==> src/b64lw_pkg.sv <==
// b64lw_pkg: beat types, group record and character constants for the
// Base64 line-wrap encoder. No dependencies.
`default_nettype none

package b64lw_pkg;

	typedef struct packed {
		logic [7:0] in_byte;
		logic       final_byte;
	} byte_beat_t;

	typedef struct packed {
		logic [7:0] out_char;
		logic       run_end;
	} char_beat_t;

	// one encoded group: four symbols, plus an optional newline as fifth char
	typedef struct packed {
		logic [3:0][7:0] sym;
		logic            nl;
	} group_t;

	localparam logic [7:0] CHAR_PAD     = 8'h3D;
	localparam logic [7:0] CHAR_NL      = 8'h0A;
	localparam logic [7:0] LINE_LEN_RST = 8'd76;

	// standard alphabet: A-Z a-z 0-9 + /
	function automatic logic [7:0] b64_sym(input logic [5:0] v);
		logic [7:0] r;
		r = 8'h2F;
		if (v < 6'd26) begin
			r = 8'h41 + {2'b00, v};
		end else if (v < 6'd52) begin
			r = 8'h61 + ({2'b00, v} - 8'd26);
		end else if (v < 6'd62) begin
			r = 8'h30 + ({2'b00, v} - 8'd52);
		end else if (v == 6'd62) begin
			r = 8'h2B;
		end
		return r;
	endfunction

endpackage

`default_nettype wire

==> src/base64_line_wrap_encoder.sv <==
// base64_line_wrap_encoder: top level, input register and line length
// register. Depends on b64lw_pkg, b64lw_encode, b64lw_serializer.
//
// Usage:
//   byte channel: byte_valid / byte_stall / byte_data, one raw byte per beat,
//     final_byte set on the last byte of a stream.
//   char channel: char_valid / char_stall / char_data, one character per
//     beat; run_end marks the last character caused by one input byte.
//   cfg channel: cfg_valid / cfg_ready / cfg_data writes line_length
//     (reset 76); cfg_ready is always high. Write only while idle.
//   The byte that completes a group is held in the input register; the
//     group's first character then comes from the character register.
//   Throughput: bytes that only fill the group are taken without waiting;
//     a group leaves the character register as four characters, or five
//     with a newline, one character per cycle when the receiver does not
//     stall. This output register sets the throughput.
//   A stall on the char side holds the current character; the input register
//     keeps taking bytes until it holds one that completes a group.
//   Reset clears all pending bytes, the line count and both valid flags.
`default_nettype none

module base64_line_wrap_encoder import b64lw_pkg::*; (
	input  wire logic clk,
	input  wire logic arst_n,
	input  wire logic byte_valid,
	output logic      byte_stall,
	input  byte_beat_t byte_data,
	output logic      char_valid,
	input  wire logic char_stall,
	output char_beat_t char_data,
	input  wire logic cfg_valid,
	output logic      cfg_ready,
	input  wire logic [7:0] cfg_data
);

	byte_beat_t item_s1;
	logic       valid_s1;
	logic [7:0] len_q;

	group_t     grp;
	logic       grp_valid;
	logic       free;
	logic       advance;
	logic       load;

	assign cfg_ready  = 1'b1;
	assign advance    = valid_s1 && (!grp_valid || free);
	assign load       = grp_valid && free;
	assign byte_stall = valid_s1 && !advance;

	always_ff @(posedge clk or negedge arst_n) begin
		if (!arst_n) begin
			len_q <= LINE_LEN_RST;
		end else if (cfg_valid && cfg_ready) begin
			len_q <= cfg_data;
		end
	end

	always_ff @(posedge clk) begin
		if (byte_valid && !byte_stall) begin
			item_s1 <= byte_data;
		end
	end

	always_ff @(posedge clk or negedge arst_n) begin
		if (!arst_n) begin
			valid_s1 <= 1'b0;
		end else if (byte_valid && !byte_stall) begin
			valid_s1 <= 1'b1;
		end else if (advance) begin
			valid_s1 <= 1'b0;
		end
	end

	b64lw_encode u_encode (
		.clk         (clk),
		.arst_n      (arst_n),
		.line_length (len_q),
		.item        (item_s1),
		.item_valid  (valid_s1),
		.take        (advance),
		.grp         (grp),
		.grp_valid   (grp_valid)
	);

	b64lw_serializer u_ser (
		.clk        (clk),
		.arst_n     (arst_n),
		.grp        (grp),
		.load       (load),
		.free       (free),
		.char_valid (char_valid),
		.char_stall (char_stall),
		.char_data  (char_data)
	);

endmodule

`default_nettype wire

==> src/b64lw_encode.sv <==
// b64lw_encode: pending-byte and line-count state plus the combinational
// group encoder. Depends on b64lw_pkg.
`default_nettype none

module b64lw_encode import b64lw_pkg::*; (
	input  wire logic       clk,
	input  wire logic       arst_n,
	input  wire logic [7:0] line_length,
	input  byte_beat_t      item,
	input  wire logic       item_valid,
	input  wire logic       take,
	output group_t          grp,
	output logic            grp_valid
);

	logic [7:0] pend1_q;
	logic [7:0] pend2_q;
	logic [1:0] pcnt_q;
	logic [7:0] fill_q;

	logic [1:0] held;
	logic       emits;
	logic [7:0] b1, b2, b3;
	logic [8:0] fill_sum;
	logic       wrap;
	logic [7:0] fill_new;
	logic       trail;

	always_comb begin
		held     = (pcnt_q == 2'd3) ? 2'd2 : pcnt_q;
		emits    = item.final_byte || (held == 2'd2);
		b1       = (held == 2'd0) ? item.in_byte : pend1_q;
		b2       = (held == 2'd0) ? 8'h00 : ((held == 2'd1) ? item.in_byte : pend2_q);
		b3       = (held == 2'd2) ? item.in_byte : 8'h00;
		fill_sum = {1'b0, fill_q} + 9'd4;
		wrap     = fill_sum >= {1'b0, line_length};
		fill_new = wrap ? 8'h00 : fill_sum[7:0];
		trail    = item.final_byte && (fill_new != 8'h00);

		grp.sym[0] = b64_sym(b1[7:2]);
		grp.sym[1] = b64_sym({b1[1:0], b2[7:4]});
		grp.sym[2] = (held != 2'd0) ? b64_sym({b2[3:0], b3[7:6]}) : CHAR_PAD;
		grp.sym[3] = (held == 2'd2) ? b64_sym(b3[5:0]) : CHAR_PAD;
		grp.nl     = wrap || trail;
		grp_valid  = item_valid && emits;
	end

	always_ff @(posedge clk or negedge arst_n) begin
		if (!arst_n) begin
			pend1_q <= 8'h00;
			pend2_q <= 8'h00;
			pcnt_q  <= 2'd0;
			fill_q  <= 8'h00;
		end else if (take) begin
			if (emits) begin
				pend1_q <= 8'h00;
				pend2_q <= 8'h00;
				pcnt_q  <= 2'd0;
				fill_q  <= item.final_byte ? 8'h00 : fill_new;
			end else if (held == 2'd0) begin
				pend1_q <= item.in_byte;
				pcnt_q  <= 2'd1;
			end else begin
				pend2_q <= item.in_byte;
				pcnt_q  <= 2'd2;
			end
		end
	end

endmodule

`default_nettype wire

==> src/b64lw_serializer.sv <==
// b64lw_serializer: holds one encoded group and sends it one character
// per beat on the output channel. Depends on b64lw_pkg.
`default_nettype none

module b64lw_serializer import b64lw_pkg::*; (
	input  wire logic clk,
	input  wire logic arst_n,
	input  group_t    grp,
	input  wire logic load,
	output logic      free,
	output logic      char_valid,
	input  wire logic char_stall,
	output char_beat_t char_data
);

	group_t     grp_s2;
	logic [2:0] idx_s2;
	logic       valid_s2;

	logic       last;
	logic       fire;

	always_comb begin
		last                = (idx_s2 == (grp_s2.nl ? 3'd4 : 3'd3));
		fire                = valid_s2 && !char_stall;
		free                = !valid_s2 || (fire && last);
		char_valid          = valid_s2;
		char_data.out_char  = (idx_s2 == 3'd4) ? CHAR_NL : grp_s2.sym[idx_s2[1:0]];
		char_data.run_end   = last;
	end

	always_ff @(posedge clk) begin
		if (load) begin
			grp_s2 <= grp;
		end
	end

	always_ff @(posedge clk or negedge arst_n) begin
		if (!arst_n) begin
			valid_s2 <= 1'b0;
			idx_s2   <= 3'd0;
		end else if (load) begin
			valid_s2 <= 1'b1;
			idx_s2   <= 3'd0;
		end else if (fire) begin
			if (last) begin
				valid_s2 <= 1'b0;
			end else begin
				idx_s2 <= idx_s2 + 3'd1;
			end
		end
	end

endmodule

`default_nettype wire

==> config.mk <==
export PLATFORM = sky130hd
export DESIGN_NAME = base64_line_wrap_encoder
export DESIGN_NICKNAME = d
export VERILOG_FILES = /design/src/b64lw_pkg.sv /design/src/base64_line_wrap_encoder.sv /design/src/b64lw_encode.sv /design/src/b64lw_serializer.sv
export SDC_FILE = /design/constraint.sdc
export NUM_CORES = 1
export LEC_CHECK = 0
export ABC_CLOCK_PERIOD_IN_PS = 4400
export BUFFER_PORTS_ARGS = -buffer_cell sky130_fd_sc_hd__buf_4
export CORE_UTILIZATION = 60
export CTS_BUF_LIST = sky130_fd_sc_hd__clkbuf_8
export DETAILED_ROUTE_END_ITERATION = 8
export GPL_ROUTABILITY_DRIVEN = 1
export PLACE_DENSITY = 0.8
export SYNTH_ARGS = -nofsm -noshare
export SYNTH_HDL_FRONTEND = slang
export SYNTH_SLANG_ARGS = --single-unit
==> constraint.sdc <==
create_clock -name clk -period 4.4 [get_ports clk]
set_clock_uncertainty 0.1 [all_clocks]
set_input_delay 0.66 -clock clk [delete_from_list [all_inputs] [get_ports clk]]
set_output_delay 0.66 -clock clk [all_outputs]
set_load 0.005 [all_outputs]
[Word level (Yosys, flattened, before mapping)]
Index checks and enable logic that the tools add are counted.
Operators by class
  order comparisons: 14
  add/sub/neg operators: 22
  muxes and demuxes: 40
  reduce and logical (&&, ||, !) cells: 27
  eq/ne operators: 11
Operator list (count)
  2-to-1 mux 8 bit: 23
  less-than comparator 6 bit (second input constant): 8
  adder 6 x 8 -> 8 bit (first input constant): 4
  adder 7 x 6 -> 8 bit (first input constant): 4
  adder 7 x 8 -> 8 bit (first input constant): 4
  subtractor 6 x 5 -> 7 bit (second input constant): 4
  subtractor 6 x 6 -> 7 bit (second input constant): 4
  == test 6 bit (second input constant): 4
  less-than comparator 6 x 5 -> 1 bit (second input constant): 4
  2-to-1 mux 3 bit: 8
  binary-select mux 8 bit (select 2 bit): 1
  adder 8 x 3 -> 9 bit (second input constant): 1
  greater-or-equal comparator 9 x 8 -> 1 bit: 1
  logical AND 1 bit: 8
  AND reduction 2 bit: 4
  nonzero test 2 bit: 4
  nonzero test 8 bit: 1
  2-to-1 mux 2 bit: 3
  logical NOT 1 bit: 5
  2-to-1 mux 1 bit: 5
  == test 2 bit (second input constant): 2
  logical OR 1 bit: 4
  adder 3 x 1 -> 3 bit (second input constant): 1
  == test 3 bit: 1
  other kinds (6): 6
Word-level totals
  logic and storage cells: 129
  output and inout bits: 12
  input port bits: 22
  register bits: 81

[Logic depth before layout (Yosys ltp)]
  word-level depth: 13
  gate-level depth with buffers: 13
  depth with buffers taken out: 11

[By module]
Synthesis repeated with hierarchy kept, for this count alone.
Second synthesis, totals
  cell total of the unflattened synthesis: 632
  area total of the unflattened synthesis: 6184.7 µm²
By module, submodules not included
  b64lw_encode: area each 3907.5 µm², cells an instance 510, instances 1, sequential area each 650.6 µm²
  b64lw_serializer: area each 1594.0 µm², cells an instance 86, instances 1, sequential area each 1091.0 µm²
  base64_line_wrap_encoder: area each 683.2 µm², cells an instance 36, instances 1, sequential area each 499.2 µm²

[Worst setup path after synthesis]
No wires, ideal clock.
  kind: reg-to-reg
  from: register u_encode.pcnt_q[1]
  to: register u_ser.grp_s2[22] in the netlist's numbering (data pin)
  arrival: 2804 ps
  setup time: 260 ps
  cell stages (with the launch flop): 13
  path buffers: 4
  required time: 4040 ps
  slack: 1236 ps
  clock period less this slack: 3164 ps
  cell sequence: dfrtp_1 buf_4 buf_4 buf_2 buf_2 a22oi_1 inv_1 ha_1 a31oi_1 nand3_1 a2111oi_2 a221o_1 nand2_1
On the way
  cells in the longest elaborated chain, start to end: 10
  elaborated cells between the ends (all ways): 20
  classes of those cells: add/sub: 5; order compare: 3; eq/ne: 3; mux: 7; reduce/logical: 2
Ends and longest elaborated chain
  from (decl): RTL line b64lw_encode.sv:18  | logic [1:0] pcnt_q;
  from (signal assigned): RTL line b64lw_encode.sv:52  | pcnt_q <= 2'd0;
  from (signal assigned): RTL line b64lw_encode.sv:58  | pcnt_q <= 2'd0;
  from (signal assigned): RTL line b64lw_encode.sv:62  | pcnt_q <= 2'd1;
  == test 2 bit: RTL line b64lw_encode.sv:30  | held = (pcnt_q == 2'd3) ? 2'd2 : pcnt_q;
  2-to-1 mux 2 bit (*): RTL line b64lw_encode.sv:30
  == test 2 x 1 -> 1 bit: RTL line b64lw_encode.sv:33  | b2 = (held == 2'd0) ? 8'h00 : ((held == 2'd1) ? item.in_byte : pend2_q);
  2-to-1 mux 8 bit (2 in series): RTL line b64lw_encode.sv:33
  subtractor 6 x 6 -> 7 bit: RTL line b64lw_pkg.sv:36  | r = 8'h30 + ({2'b00, v} - 8'd52);
  adder 6 x 8 -> 8 bit: RTL line b64lw_pkg.sv:36
  2-to-1 mux 8 bit: RTL line b64lw_pkg.sv:35  | end else if (v < 6'd62) begin
  2-to-1 mux 8 bit: RTL line b64lw_pkg.sv:33  | end else if (v < 6'd52) begin
  2-to-1 mux 8 bit: RTL line b64lw_pkg.sv:31  | if (v < 6'd26) begin
  to (signal assigned): RTL line b64lw_serializer.sv:34  | grp_s2 <= grp;
  to (decl): RTL line b64lw_serializer.sv:16  | group_t grp_s2;
Every way passes the cells marked *; elsewhere a longest branch is shown, timed or not.
A chain may end at the register's enable or synchronous reset.

==> impl_metrics.yaml <==
pwr:
  power_frac_comb_pct: 57.7
  power_density_nw_per_um2: 710.0
  leakagePower_uw: 0.002748
  pwr-share-seq_pct: 29.6
  p_int_uw: 2500
  irDropWorstVdd_mv: 0.3914
  sw_frac_of_total_pct: 44.47
  power.share.clock_pct: 12.7
  netSwitchingPower_uw: 2002
clock_tree:
  hold_buffers: 0
  numCtsBuffers: 9
  post_cts_buffers: 0
  cts_tree: "done"
  htree_levels: 3
  clockRootBuffer: "clkbuf_8"
  worstSkewPairLatency_ns: 0.35
  cts.clk_slew.worst_paths_ns: 0.08
  clockBufferDepth: 2
  post_cts_resized: 0
  clkSinkCount: 81
logic_synthesis:
  ys.flop_type: "edfxtp_1"
  synth-edff-count: 42
  synth_nets: 691
  synth_top_area_share_pct: 21.61
  synth_warnings: 0
  synth_area_um2: 5836
  yosys.area.top_type: "edfxtp_1"
  async_reset_ff_share_pct: 48.15
  synth_cell_types: 67
  avgSynthCellArea_um2: 9.427
  yosysSeqAreaShare_pct: 38.40
  netlist_top_cells_area: "edfxtp_1, dfrtp_1, ha_1"
  ys_ff_latch: 81
  syn_inst: 619
cells_and_area:
  finalNetCount: 712
  area_growth_pct: 8.662
  antenna_cells: 0
  drive_above_1_share_pct: 12.40
  fin_area_um2: 6341
grt:
  grt-ovfl-total: 0
  grt_pass1_wl_mm: 22.20
  grt_pass1_vias: 4446
  grt_start_max_net_pins: 42
  antenna_found_initial: 0
  gr-usage-all-layers_pct: 28.67
timing:
  period_needed_ns: 3.340
  report.final.hold_viol_count: 0
  finalSetupTns_ns: 0
  finalSetupViolCount: 0
  rsz0062_at_grt: "false"
  layout_setup_ws_ns: 1.060
  finalCritPeriodShare_pct: 75.90
  slew_headroom_pct: 32.83
  worst_slew_pin_slew_ns: 1.003
  slew_violations: 0
  max_freq_mhz: 299.4
worst_setup_path:
  cp-start-kind: "register"
  crit_path_start: "u_encode.pcnt_q[1]"
  cp_max_fo: 41
  critPathRequiredTime_ns: 4.39
  crit_path_top_delay_cell: "mux2i_2"
  cp_cell_sequence: "buf_4 -> or2_1 -> mux2i_2 -> nor3_1 -> xor2_1 -> ha_1 -> xnor2_1 -> a22oi_1 -> o31ai_1"
  slowest_delay_ns: 0.56
  reg2reg_depth: 9
  worst-path-stages: 9
  r2r_start: "u_encode.pcnt_q[1]"
  path_class: "register to register"
  worstSetupEndpointType: "register"
  crit_end: "u_ser.grp_s2[7]"
  worst_ep_arrival_time_ns: 3.33
  ff2ff_setup_slack_ns: 1.06
  crit_buf_inv: 1
  critical-path-top-delay-family: "simple AND/OR/NAND/NOR gates"
  reg2reg_to: "u_ser.grp_s2[7]"
die:
  row_count: 35
  dieWidth_um: 100.6
  io_pins: 34
  die_h_um: 100.6
  coreArea_um2: 9328
  initial_core_util_pct: 62.56
  design.die.area_um2: 10120
drt:
  drtAntennaViolNets: 0
  wire_per_inst_um: 17.24
  drt-initial-drc-count: 273
  wl_mm: 13.34
  dr.pass1.iters: 5
  vias: 4638
  remaining_drc_errors: 0
  vias_per_cell: 5.992
placement:
  gp_congestion: 0.9136
  dpl-instance-area_um2: 6137
  hpwlAfterDp_mm: 10.17
  port_buffers: 32
  place_ws_ns: 1.108
run_status:
  status: "finished clean"
flow_run:
  drv_cap: 0
hold_path:
  hp-class: "input port to async pin"
## worst min-delay path by stage
stage,to,slack (ns),cells past startpoint,startpoint
after detailed placement,u_encode.pend1_q[3],0.38,2,u_encode.pend1_q[3]
after global placement,u_encode.pend1_q[3],0.37,2,u_encode.pend1_q[3]
final,len_q[5],0.18,1,arst_n
after floorplan,len_q[0],0.26,0,arst_n
after global routing,len_q[5],0.22,1,arst_n
after CTS,u_encode.pend2_q[2],0.19,1,arst_n
## flip-flops by register name, summed over array words and instances, names as in the netlist
name	flops
u_ser.grp_s2	33
len_q	8
valid_s1	1
u_encode.pend1_q	8
item_s1	9
u_encode.pcnt_q	2
u_encode.pend2_q	8
u_encode.fill_q	8
u_ser.char_valid	1
u_ser.idx_s2	3
## placed cells by master (no fill, tap or decap), drive strengths merged, types with 9 or more instances in the layout
cell and count:
inv 41, and3 9, dfrtp 36, nand3 15
nor2b 18, clkbuf 9, xor2 14, xnor2 30
nor2 33, buf 34, edfxtp 42, ha 50
o21ai 61, a21oi 20, nand2 94, a21o 10
nor3 9, mux2i 14
## area by class of cell
class	instances	area, um^2
Tap cell	129	161.4
Fill cell	741	2987
Clock inverter	7	80.08
Multi-Input combinational cell	475	3333
Clock buffer	9	123.9
Timing Repair Buffer	34	255.2
Sequential cell	81	2241
Inverter	39	146.4
## routing by layer
metal | vias to the layer above | part of all wire, % | GRT usage (%)
li1 | 2222 | - | -
met1 | 2204 | 44 | 38.74
met2 | 186 | 48 | 47.63
met3 | 26 | 6.5 | 4.508
met4 | 0 | 1.8 | 9.030
met5 | - | 0 | 0
## cells by family after synthesis
group / share of synthesized area [%]
flops: 38.40
mux: 6.261
other cells: 0.06426
buf+inv: 4.481
simple gates: 17.26
xor+xnor: 6.604
compound gates: 16.04
fa+ha+maj: 10.89
## cells in the mapped netlist, drive strengths merged (6+ instances only)
master / number
nand2: 94
o21ai: 61
ha: 50
edfxtp: 42
inv: 39
dfrtp: 36
nor2: 33
xnor2: 30
a21oi: 20
nor2b: 18
buf: 15
nand3: 15
mux2i: 14
xor2: 14
a21o: 10
and3: 9
clkbuf: 9
nor3: 9
a31oi: 8
mux4: 8
a22oi: 7
o211ai: 7
or2: 6
## power groups by stage
| stage | clock [uW] | sequential [uW] | combinational [uW] |
|---|---|---|---|
| 2_1_floorplan | 0 | 1190 | 2070 |
| 3_3_place_gp | 0 | 1340 | 2480 |
| 3_5_place_dp | 0 | 1340 | 2550 |
| 4_1_cts | 584 | 1330 | 2570 |
| 5_1_grt | 607 | 1360 | 2890 |
| 6_report | 574 | 1330 | 2600 |
## per-stage QoR
step           hold WS (ns)  instances  util [%]  power, uW
5_1_grt              0.2151        774     67.98       4860
4_1_cts              0.1865        774     67.98       4486
2_1_floorplan        0.2644        619         -       3254
6_report             0.1777        774     67.98       4502
3_5_place_dp         0.3783        758     65.79       3896
3_3_place_gp         0.3670        758     65.79       3818
No activity file was read; power rests on OpenSTA's default activity.
